<file path="src/hw/rtl/rkdg_pkg.sv">
package rkdg_pkg;

    // Pipeline depths
    localparam int LANE_LAT = 14;
    localparam int ADV_LAT  = 7;
    localparam int PIPE_LAT = LANE_LAT + ADV_LAT;

    // Lane and result counts
    localparam int N_LANE = 6;
    localparam int N_OUT  = 9;

    // Field widths
    localparam int GRAV_W = 23;
    localparam int DRAG_W = 17;

    // Configuration register indexes
    typedef enum logic [0:0] {
        CFG_GRAVITY = 1'b0,
        CFG_DRAG    = 1'b1
    } t_cfg_idx;

    localparam logic [GRAV_W-1:0] GRAVITY_RST = 23'd655360;
    localparam logic [DRAG_W-1:0] DRAG_RST    = 17'd6554;

    // Saturation bounds on the wide intermediate form
    localparam logic signed [35:0] SAT_MAX = 36'sd2147483647;
    localparam logic signed [35:0] SAT_MIN = -36'sd2147483648;

    // Round-to-nearest offset for a Q16.16 product
    localparam logic signed [49:0] RND_HALF = 50'sd32768;

    // Final update: bias keeps the scaled sum non-negative ahead of the divide by 3.
    // Bias = 3*2^50 (becomes 3*2^33 after the shift) plus the rounding term 3*2^16.
    localparam logic signed [53:0] ADV_BIAS = 54'sd3377699720724480;
    localparam logic signed [35:0] DLT_OFS  = 36'sd8589934592;
    // 2^20 = 3*349525 + 1, so u/3 splits into a high product and a small remainder part
    localparam logic [18:0] DIV3_HI  = 19'd349525;
    // (2^23 + 1) / 3: exact reciprocal for values below 2^22
    localparam logic [21:0] DIV3_MUL = 22'd2796203;

    // Per-stage payload of one lane
    typedef struct packed {
        logic signed [31:0] y;
        logic [16:0]        dt;
        logic [3:0][31:0]   s;
        logic [3:0][31:0]   k;
        logic signed [49:0] p;
    } t_lane_st;

    function automatic logic signed [31:0] sat32(input logic signed [35:0] v);
        logic signed [31:0] r;
        if (v > SAT_MAX) begin
            r = 32'sh7fffffff;
        end else if (v < SAT_MIN) begin
            r = 32'sh80000000;
        end else begin
            r = v[31:0];
        end
        return r;
    endfunction

    // Signed Q16.16 value times an unsigned 17-bit Q1.16 value, exact
    function automatic logic signed [49:0] mul_q(input logic signed [31:0] a,
                                                input logic [16:0] m);
        logic signed [49:0] ae;
        logic signed [49:0] me;
        ae = {{18{a[31]}}, a};
        me = {33'b0, m};
        return ae * me;
    endfunction

    // Round an exact product back to Q16.16, ties up, then saturate
    function automatic logic signed [31:0] qround(input logic signed [49:0] p);
        logic signed [49:0] t;
        t = p + RND_HALF;
        return sat32({{2{t[49]}}, t[49:16]});
    endfunction

    function automatic logic signed [31:0] add_sat(input logic signed [31:0] a,
                                                  input logic signed [31:0] b);
        return sat32({{4{a[31]}}, a} + {{4{b[31]}}, b});
    endfunction

    // Derivative: minus rounded drag product minus gravity term
    function automatic logic signed [31:0] slope(input logic signed [49:0] p,
                                                input logic [22:0] g);
        logic signed [31:0] q;
        q = qround(p);
        return sat32(-$signed({{4{q[31]}}, q}) - $signed({13'b0, g}));
    endfunction

endpackage

</file>
<file path="src/hw/rtl/rkdg_advance.sv">
module rkdg_advance (
    input  logic                i_clk,
    input  logic                i_en,
    input  logic signed [31:0]  i_base,
    input  logic [3:0][31:0]    i_k,
    input  logic [16:0]         i_dt,
    output logic signed [31:0]  o_new
);

    logic signed [32:0] w_t14;
    logic signed [32:0] w_t23;
    logic signed [34:0] w_sum;
    logic signed [51:0] w_prod;
    logic signed [53:0] w_bias;
    logic [34:0]        w_hi;
    logic [20:0]        w_c;
    logic [42:0]        w_p2;
    logic signed [35:0] w_dlt;

    logic signed [32:0] r1_t14;
    logic signed [32:0] r1_t23;
    logic signed [31:0] r1_base;
    logic [16:0]        r1_dt;
    logic signed [34:0] r2_sum;
    logic signed [31:0] r2_base;
    logic [16:0]        r2_dt;
    logic signed [51:0] r3_prod;
    logic signed [31:0] r3_base;
    logic [35:0]        r4_u;
    logic signed [31:0] r4_base;
    logic [34:0]        r5_hi;
    logic [20:0]        r5_c;
    logic signed [31:0] r5_base;
    logic [34:0]        r6_hi;
    logic [19:0]        r6_q;
    logic signed [31:0] r6_base;
    logic signed [35:0] r7_dlt;
    logic signed [31:0] r7_base;

    always_comb begin
        // pair the slopes, then weight as k1 + 2(k2 + k3) + k4
        w_t14  = $signed({i_k[0][31], i_k[0]}) + $signed({i_k[3][31], i_k[3]});
        w_t23  = $signed({i_k[1][31], i_k[1]}) + $signed({i_k[2][31], i_k[2]});
        w_sum  = $signed({{2{r1_t14[32]}}, r1_t14}) + $signed({r1_t23[32], r1_t23, 1'b0});
        w_prod = $signed({{17{r2_sum[34]}}, r2_sum}) * $signed({35'b0, r2_dt});
        // biased scaled sum, divided by 2^17; non-negative below 2^36
        w_bias = $signed({{2{r3_prod[51]}}, r3_prod}) + rkdg_pkg::ADV_BIAS;
        // divide by 3 in two parts: high digit times (2^20-1)/3, remainder via reciprocal
        w_hi   = {19'b0, r4_u[35:20]} * {16'b0, rkdg_pkg::DIV3_HI};
        w_c    = {5'b0, r4_u[35:20]} + {1'b0, r4_u[19:0]};
        w_p2   = {22'b0, r5_c} * {21'b0, rkdg_pkg::DIV3_MUL};
        // drop the bias again
        w_dlt  = $signed({1'b0, r6_hi}) + $signed({16'b0, r6_q}) - rkdg_pkg::DLT_OFS;
    end

    always_ff @(posedge i_clk) begin
        if (i_en) begin
            r1_t14  <= w_t14;
            r1_t23  <= w_t23;
            r1_base <= i_base;
            r1_dt   <= i_dt;
            r2_sum  <= w_sum;
            r2_base <= r1_base;
            r2_dt   <= r1_dt;
            r3_prod <= w_prod;
            r3_base <= r2_base;
            r4_u    <= w_bias[52:17];
            r4_base <= r3_base;
            r5_hi   <= w_hi;
            r5_c    <= w_c;
            r5_base <= r4_base;
            r6_hi   <= r5_hi;
            r6_q    <= w_p2[42:23];
            r6_base <= r5_base;
            r7_dlt  <= w_dlt;
            r7_base <= r6_base;
        end
    end

    assign o_new = rkdg_pkg::sat32({{4{r7_base[31]}}, r7_base} + r7_dlt);

endmodule

</file>
<file path="config.mk">
export PLATFORM = sky130hd
export DESIGN_NAME = rkdg_advance
export DESIGN_NICKNAME = d
export VERILOG_FILES = /design/src/hw/rtl/rkdg_pkg.sv /design/src/hw/rtl/rkdg_advance.sv
export SDC_FILE = /design/constraint.sdc
export NUM_CORES = 2
export LEC_CHECK = 0
export ABC_AREA = 0
export BUFFER_PORTS_ARGS = -buffer_cell sky130_fd_sc_hd__buf_2
export CORE_MARGIN = 2
export CORE_UTILIZATION = 65
export DETAILED_ROUTE_END_ITERATION = 10
export PLACE_DENSITY = 0.85
export SLEW_MARGIN = 20
export SYNTH_ARGS = -nofsm -noshare
export SYNTH_HDL_FRONTEND = slang
export SYNTH_SLANG_ARGS = --single-unit
</file>
<file path="constraint.sdc">
create_clock -name i_clk -period 12.3 [get_ports i_clk]
set_input_delay 1.845 -clock i_clk [delete_from_list [all_inputs] [get_ports i_clk]]
set_output_delay 1.845 -clock i_clk [all_outputs]
set_load 0.01 [all_outputs]
</file>
## Word-level counts from Yosys, hierarchy flattened

Cells that the tools add are included.

- Output and inout bits: 32
- Bits in registers: 594
- Logic and storage cells: 34

- Multiplexer cells: 2
- Add/sub/neg operators: 8
- $mul: 3
- $lt $le $gt $ge: 2

Operators by type and width:

| kind | number |
|---|---|
| $add 32x32->33 | 2 |
| $mux 32 | 2 |
| $add 52x53->53 const B | 1 |
| $mul 35x18->52 | 1 |
| $mul 21x22->43 const B | 1 |
| $add 35x20->36 | 1 |
| $add 36x36->36 | 1 |
| $gt 36x32->1 const B | 1 |
| $lt 36x32->1 const B | 1 |
| $sub 36x35->36 const B | 1 |
| $add 33x34->35 | 1 |
| $mul 16x19->35 const B | 1 |
| $add 16x20->21 | 1 |

## Longest topological paths before layout

- Depth after elaboration: 4
- Gate-level depth with buffers: 25
- Gate-level depth less buffers: 24

## Worst setup path after synthesis

Ideal clock, no wire load.

- Kind: reg2reg
- From: register r5_c[3]
- To: register r6_q[19] (data pin)
- Path buffers: 0
- Path slack: 5.849 ns
- Library setup time: 0.262 ns
- Period minus slack after synthesis: 6.451 ns
- Stages on the path, launching flop included: 23
- Arrival: 6.189 ns
- Path through: edfxtp_1 > ha_1 > ha_1 > inv_1 > fa_1 > inv_1 > fa_1 > inv_1 > fa_1 > fa_1 > inv_1 > fa_1 > ha_1 > nand3_1 > nor3_1 > nand3_1 > o41ai_1 > o2111a_1 > a211oi_1 > o31ai_1 > nor4_1 > nor3_1 > xnor2_1

- Cells in the longest elaborated chain, start to end: 1

RTL lines:

| element | RTL line | text |
|---|---|---|
| start, declared | rkdg_advance.sv:32 | `logic [20:0] r5_c;` |
| start signal, assigned | rkdg_advance.sv:70 | `r5_c <= w_c;` |
| $mul 21x22->43 | rkdg_advance.sv:51 | `w_p2 = {22'b0, r5_c} * {21'b0, rkdg_pkg::DIV3_MUL};` |
| named net w_p2[42] | rkdg_advance.sv:17 | `logic [42:0] w_p2;` |
| end signal, assigned | rkdg_advance.sv:73 | `r6_q <= w_p2[42:23];` |
| end, declared | rkdg_advance.sv:35 | `logic [19:0] r6_q;` |

The timed path passes the listed nets, and every way through them passes these cells.
A chain may end at the register's enable or synchronous reset.

## Worst setup path after layout

- From: register r2_dt[6]
- To: register r3_prod[50] (data pin)

- Cells in the longest elaborated chain, start to end: 1

RTL lines:

| element | RTL line | text |
|---|---|---|
| start, declared | rkdg_advance.sv:26 | `logic [16:0] r2_dt;` |
| start signal, assigned | rkdg_advance.sv:64 | `r2_dt <= r1_dt;` |
| $mul 35x18->52 | rkdg_advance.sv:45 | `w_prod = $signed({{17{r2_sum[34]}}, r2_sum}) * $signed({35'b0, r2_dt});` |
| named net w_prod[50] | rkdg_advance.sv:13 | `logic signed [51:0] w_prod;` |
| end signal, assigned | rkdg_advance.sv:65 | `r3_prod <= w_prod;` |
| end, declared | rkdg_advance.sv:27 | `logic signed [51:0] r3_prod;` |

The timed path passes the listed nets, and every way through them passes these cells.

==> flow_results.org <==
** Min path
- In this run the worst hold path is classified as reg -> reg.
- Cells on Worst Hold Path :: 0
- The worst hold path terminates at r6_base[24].
- The worst hold path begins at r5_base[24].

** Die
- Row generation in the floorplan step produced between 100 and 150 rows.
- Number of top-level pins :: between 200 and 250
- Die Y :: around 300 um
- Overall die area :: 88,300 um^2
- Die X :: 297 um
- The core region is 85,100 um^2.
- For this configuration, the core starts out at a cell density of 0.656.

** Setup path
- Worst r2r src :: r2_dt[6]
- Worst Reg2Reg Path Length in Cells :: 21
- Type of element capturing the critical path :: flop
- STA puts the critical path data arrival time at 8190 ps.
- Among the stages of the critical path, the cell type that occurs most often is sky130_fd_sc_hd__fa_1.
- Along the worst path, the maximum fanout reaches 35.
- Element type at the critical path start :: flop
- For this design, the slowest cell found on the critical path is sky130_fd_sc_hd__edfxtp_1.
- Setup slack on the worst reg-to-reg path comes out at 4500 ps.
- The kind of cell with the highest combined delay along the critical path is adder cells.
- On the worst path, the slowest cell contributes a delay of 1050 ps.
- Data on the critical path is required at its endpoint by around 13,000 ps.
- The worst setup path is of the reg -> reg kind.
- CP Buf/Inv Count :: 4
- In this run the critical register-to-register path is captured at r3_prod[50].
- Series of cell instances along the critical path :: and2_1 -> fa_1 -> inv_1 -> fa_1 -> fa_1 -> inv_1 -> fa_1 -> fa_1 -> inv_1 -> fa_1 -> inv_1 -> ha_1 -> and4_1 -> o21ai_0 -> o41ai_1 -> a21oi_1 -> a211oi_1 -> o21a_1 -> o211ai_1 -> o21ai_0 -> xnor2_1

** Clock network
- After clock tree synthesis, the clock-pin slew on the worst setup and hold paths is 60 ps.
- Hold_buf cts :: 0
- TritonCTS built the clock tree.
- Once the clock tree was built, the resizer swapped 0 gates to a different size.
- # clock sinks :: 578
- Clock tree synthesis selected as its root buffer the cell sky130_fd_sc_hd__clkbuf_16.
- Number of buffers on the longest clock path :: 3
- The number of clock buffers added by TritonCTS is 59.
- Number of buffers inserted to repair setup after CTS :: 0
- CTS H-Tree Depth :: 2
- The later pin in the worst-skew pair is clocked with a latency of 670 ps.

** STA
- Setup violations remaining at the end of the flow were counted as 0.
- The clock arrives with around 42 ps of skew.
- The tightest hold path in the finished design has a slack of between 300 and 400 ps.
- Worst slew margin :: 0.285
- Based on the critical path, the design can be clocked at up to 128 MHz.
- The number of failing hold endpoints at the final stage was 0.
- Final Critical Period :: ~8000 ps
- Slew at the pin closest to its max-slew limit :: 1070 ps
- RSZ-0062 raised after global routing :: false
- Summed over all failing endpoints, the final setup total negative slack is 0 ps.
- The number of max-slew violations in the final report came to 0.
- Dividing the final minimum period by the clock period gives 0.634.

** Final layout
- Relative to the synthesized area, the layout overhead comes to 7.52%.
- Highest-count cells in the layout ignoring fill and taps :: 964 x sky130_fd_sc_hd__inv_1, 750 x sky130_fd_sc_hd__fa_1, 578 x sky130_fd_sc_hd__edfxtp_1
- Fraction of layout cells with a size suffix above 1 :: 0.0638
- The final layout contains 6,739 nets.
- The library cell used most frequently in the layout, excluding fill and tap cells, is sky130_fd_sc_hd__inv_1.
- Across the whole layout, storage elements account for 17,400 um^2.
- Area occupied by multi-input gates :: 34,500 um^2
- The repair_antennas step left the layout with diodes totalling 0.
- At the end of the flow the core is filled with cells to 0.706.
- Filler cells :: 5,805
- After routing the design area is roughly 60,000 um^2.

** Global route
- Entering global routing, the biggest net connects 165 pins.
- Sum of overflow across all layers after global routing :: 0
- Across every metal layer, demand over resource in global routing totals 0.281.
- The initial antenna violation count is 1.
- First-pass GRT wire length :: 200,000 um
- The via count of the first global-routing pass came to 40,100.

** Placed design
- Post-place instance area :: 58,100 um^2
- Detailed placement ended at an HPWL of around 93,000 um.
- Port buffering added 210 buffers.
- Routability Congestion :: 0.909

** Synthesis
- The synthesized netlist occupies a cell area of 55,900 um^2.
- Among all flip-flop cells after synthesis, the most frequent one is sky130_fd_sc_hd__edfxtp_1.
- Portion of the post-synthesis area used by sequential elements :: 0.311
- Yosys printed 0 warnings.
- The netlist uses 72 different library cells.
- Dividing the synthesized area by the synthesized cell count gives ~11 um^2.
- The synthesized design contains 578 register bits.
- EDFF count, synth :: 578
- After technology mapping, the gate count stands at approximately 5,000.
- Share of synthesized flip-flops with an asynchronous set or reset :: 0
- Net Count, Synth :: 6,558

** Status
- The run finished with clean final reports.

** Route
- Post-DR wirelength/cell :: 18.8 um
- Summing over every cut layer, the via total after detailed routing is 36,900.
- Dividing the detail-routed via count by the number of cells gives 5.73.
- In the routed design, unresolved DRC markers number 0.
- For this block, the initial DRC count from the detailed router was 2,654.
- Once detail routing completed, the nets flagged for antenna violations numbered 0.
- The pre-antenna-repair detailed-routing pass consisted of 6 iterations.
- After detailed routing, the total wire length is 121,000 um.

** Flow run
- Max-cap violations in this run came to 0.
[Yosys cell counts, types with 43 or more instances]
| cell type | number | area (um^2) |
|---|---|---|
| sky130_fd_sc_hd__nand2_1 | 480 | 1800 |
| sky130_fd_sc_hd__nand3_1 | 55 | 275 |
| sky130_fd_sc_hd__xnor2_1 | 186 | 1630 |
| sky130_fd_sc_hd__clkbuf_1 | 106 | 398 |
| sky130_fd_sc_hd__edfxtp_1 | 578 | 17400 |
| sky130_fd_sc_hd__a21o_1 | 138 | 1040 |
| sky130_fd_sc_hd__o21ai_0 | 131 | 656 |
| sky130_fd_sc_hd__nor2_1 | 152 | 571 |
| sky130_fd_sc_hd__a21oi_1 | 206 | 1030 |
| sky130_fd_sc_hd__and2_1 | 243 | 1520 |
| sky130_fd_sc_hd__ha_1 | 554 | 6930 |
| sky130_fd_sc_hd__xor2_1 | 84 | 736 |
| sky130_fd_sc_hd__inv_1 | 964 | 3620 |
| sky130_fd_sc_hd__and3_1 | 43 | 269 |
| sky130_fd_sc_hd__fa_1 | 750 | 15000 |
[metrics by stage]
step,instances,setup slack (ps)
finish,6440,4500
global route,6440,4240
CTS,6436,4430
detailed placement,6335,4500
global placement,6332,4630
floorplan,5075,5850
[how the worst max path moves through the flow]
stage,cells past startpoint,from,slack [ps],endpoint
floorplan,22,r5_c[3],5850,r6_q[19]
global placement,20,r2_dt[11],4630,r3_prod[51]
detailed placement,20,r2_dt[4],4500,r3_prod[51]
CTS,20,r2_dt[4],4430,r3_prod[50]
global route,21,r2_dt[7],4240,r3_prod[50]
finish,21,r2_dt[6],4500,r3_prod[50]
[worst reg2reg max path, stage by stage (launching register included)]
cell,delay (ps)
sky130_fd_sc_hd__edfxtp_1,1050
sky130_fd_sc_hd__and2_1,300
sky130_fd_sc_hd__fa_1,390
sky130_fd_sc_hd__inv_1,80
sky130_fd_sc_hd__fa_1,430
sky130_fd_sc_hd__fa_1,520
sky130_fd_sc_hd__inv_1,60
sky130_fd_sc_hd__fa_1,510
sky130_fd_sc_hd__fa_1,500
sky130_fd_sc_hd__inv_1,50
sky130_fd_sc_hd__fa_1,480
sky130_fd_sc_hd__inv_1,50
sky130_fd_sc_hd__ha_1,360
sky130_fd_sc_hd__and4_1,210
sky130_fd_sc_hd__o21ai_0,100
sky130_fd_sc_hd__o41ai_1,590
sky130_fd_sc_hd__a21oi_1,390
sky130_fd_sc_hd__a211oi_1,580
sky130_fd_sc_hd__o21a_1,280
sky130_fd_sc_hd__o211ai_1,200
sky130_fd_sc_hd__o21ai_0,290
sky130_fd_sc_hd__xnor2_1,110
[sequential cells by signal, summed over array words and instances, names as in the netlist, 33 cells and up]
register  flops
r6_hi        35
r3_prod      36
r4_u         36
r1_t14       33
r5_hi        35
r2_sum       35
r7_dlt       36
r1_t23       33
[logic make-up (layout without fill, tap and decap cells)]
| family | count (synthesis) | in the layout | synth area share |
|---|---|---|---|
| xor gates and xnor gates | 270 | 270 | 0.0423 |
| muxes | 5 | 5 | 0.00101 |
| DFF | 578 | 578 | 0.311 |
| buffers and inverters | 1076 | 1297 | 0.0728 |
| and+or+nand+nor | 1128 | 1128 | 0.0966 |
| adders and majority gates | 1304 | 1304 | 0.393 |
| AOI/OAI and AO/OA | 714 | 714 | 0.0840 |
[metal layers]
metal | track usage | vias to the layer above | part of all wire
met5 | 0 | - | 0.000099
met3 | 0.0456 | 307 | 0.069
li1 | - | 17000 | -
met1 | 0.349 | 18200 | 0.39
met4 | 0.104 | 2 | 0.037
met2 | 0.497 | 1463 | 0.51
[area by class of cell]
type / instances / share of cell area
sequential: 578 / 0.289
multi-input combinational: 3421 / 0.574
clock buffer: 66 / 0.0250
inverter: 964 / 0.0602
timing repair buffer: 232 / 0.0215
clock inverter: 35 / 0.00698
tap: 1144 / 0.0238
Power is left out: the tool's default activity adds up to more than one toggle a clock period on the data nets, which glitch-free logic cannot reach.
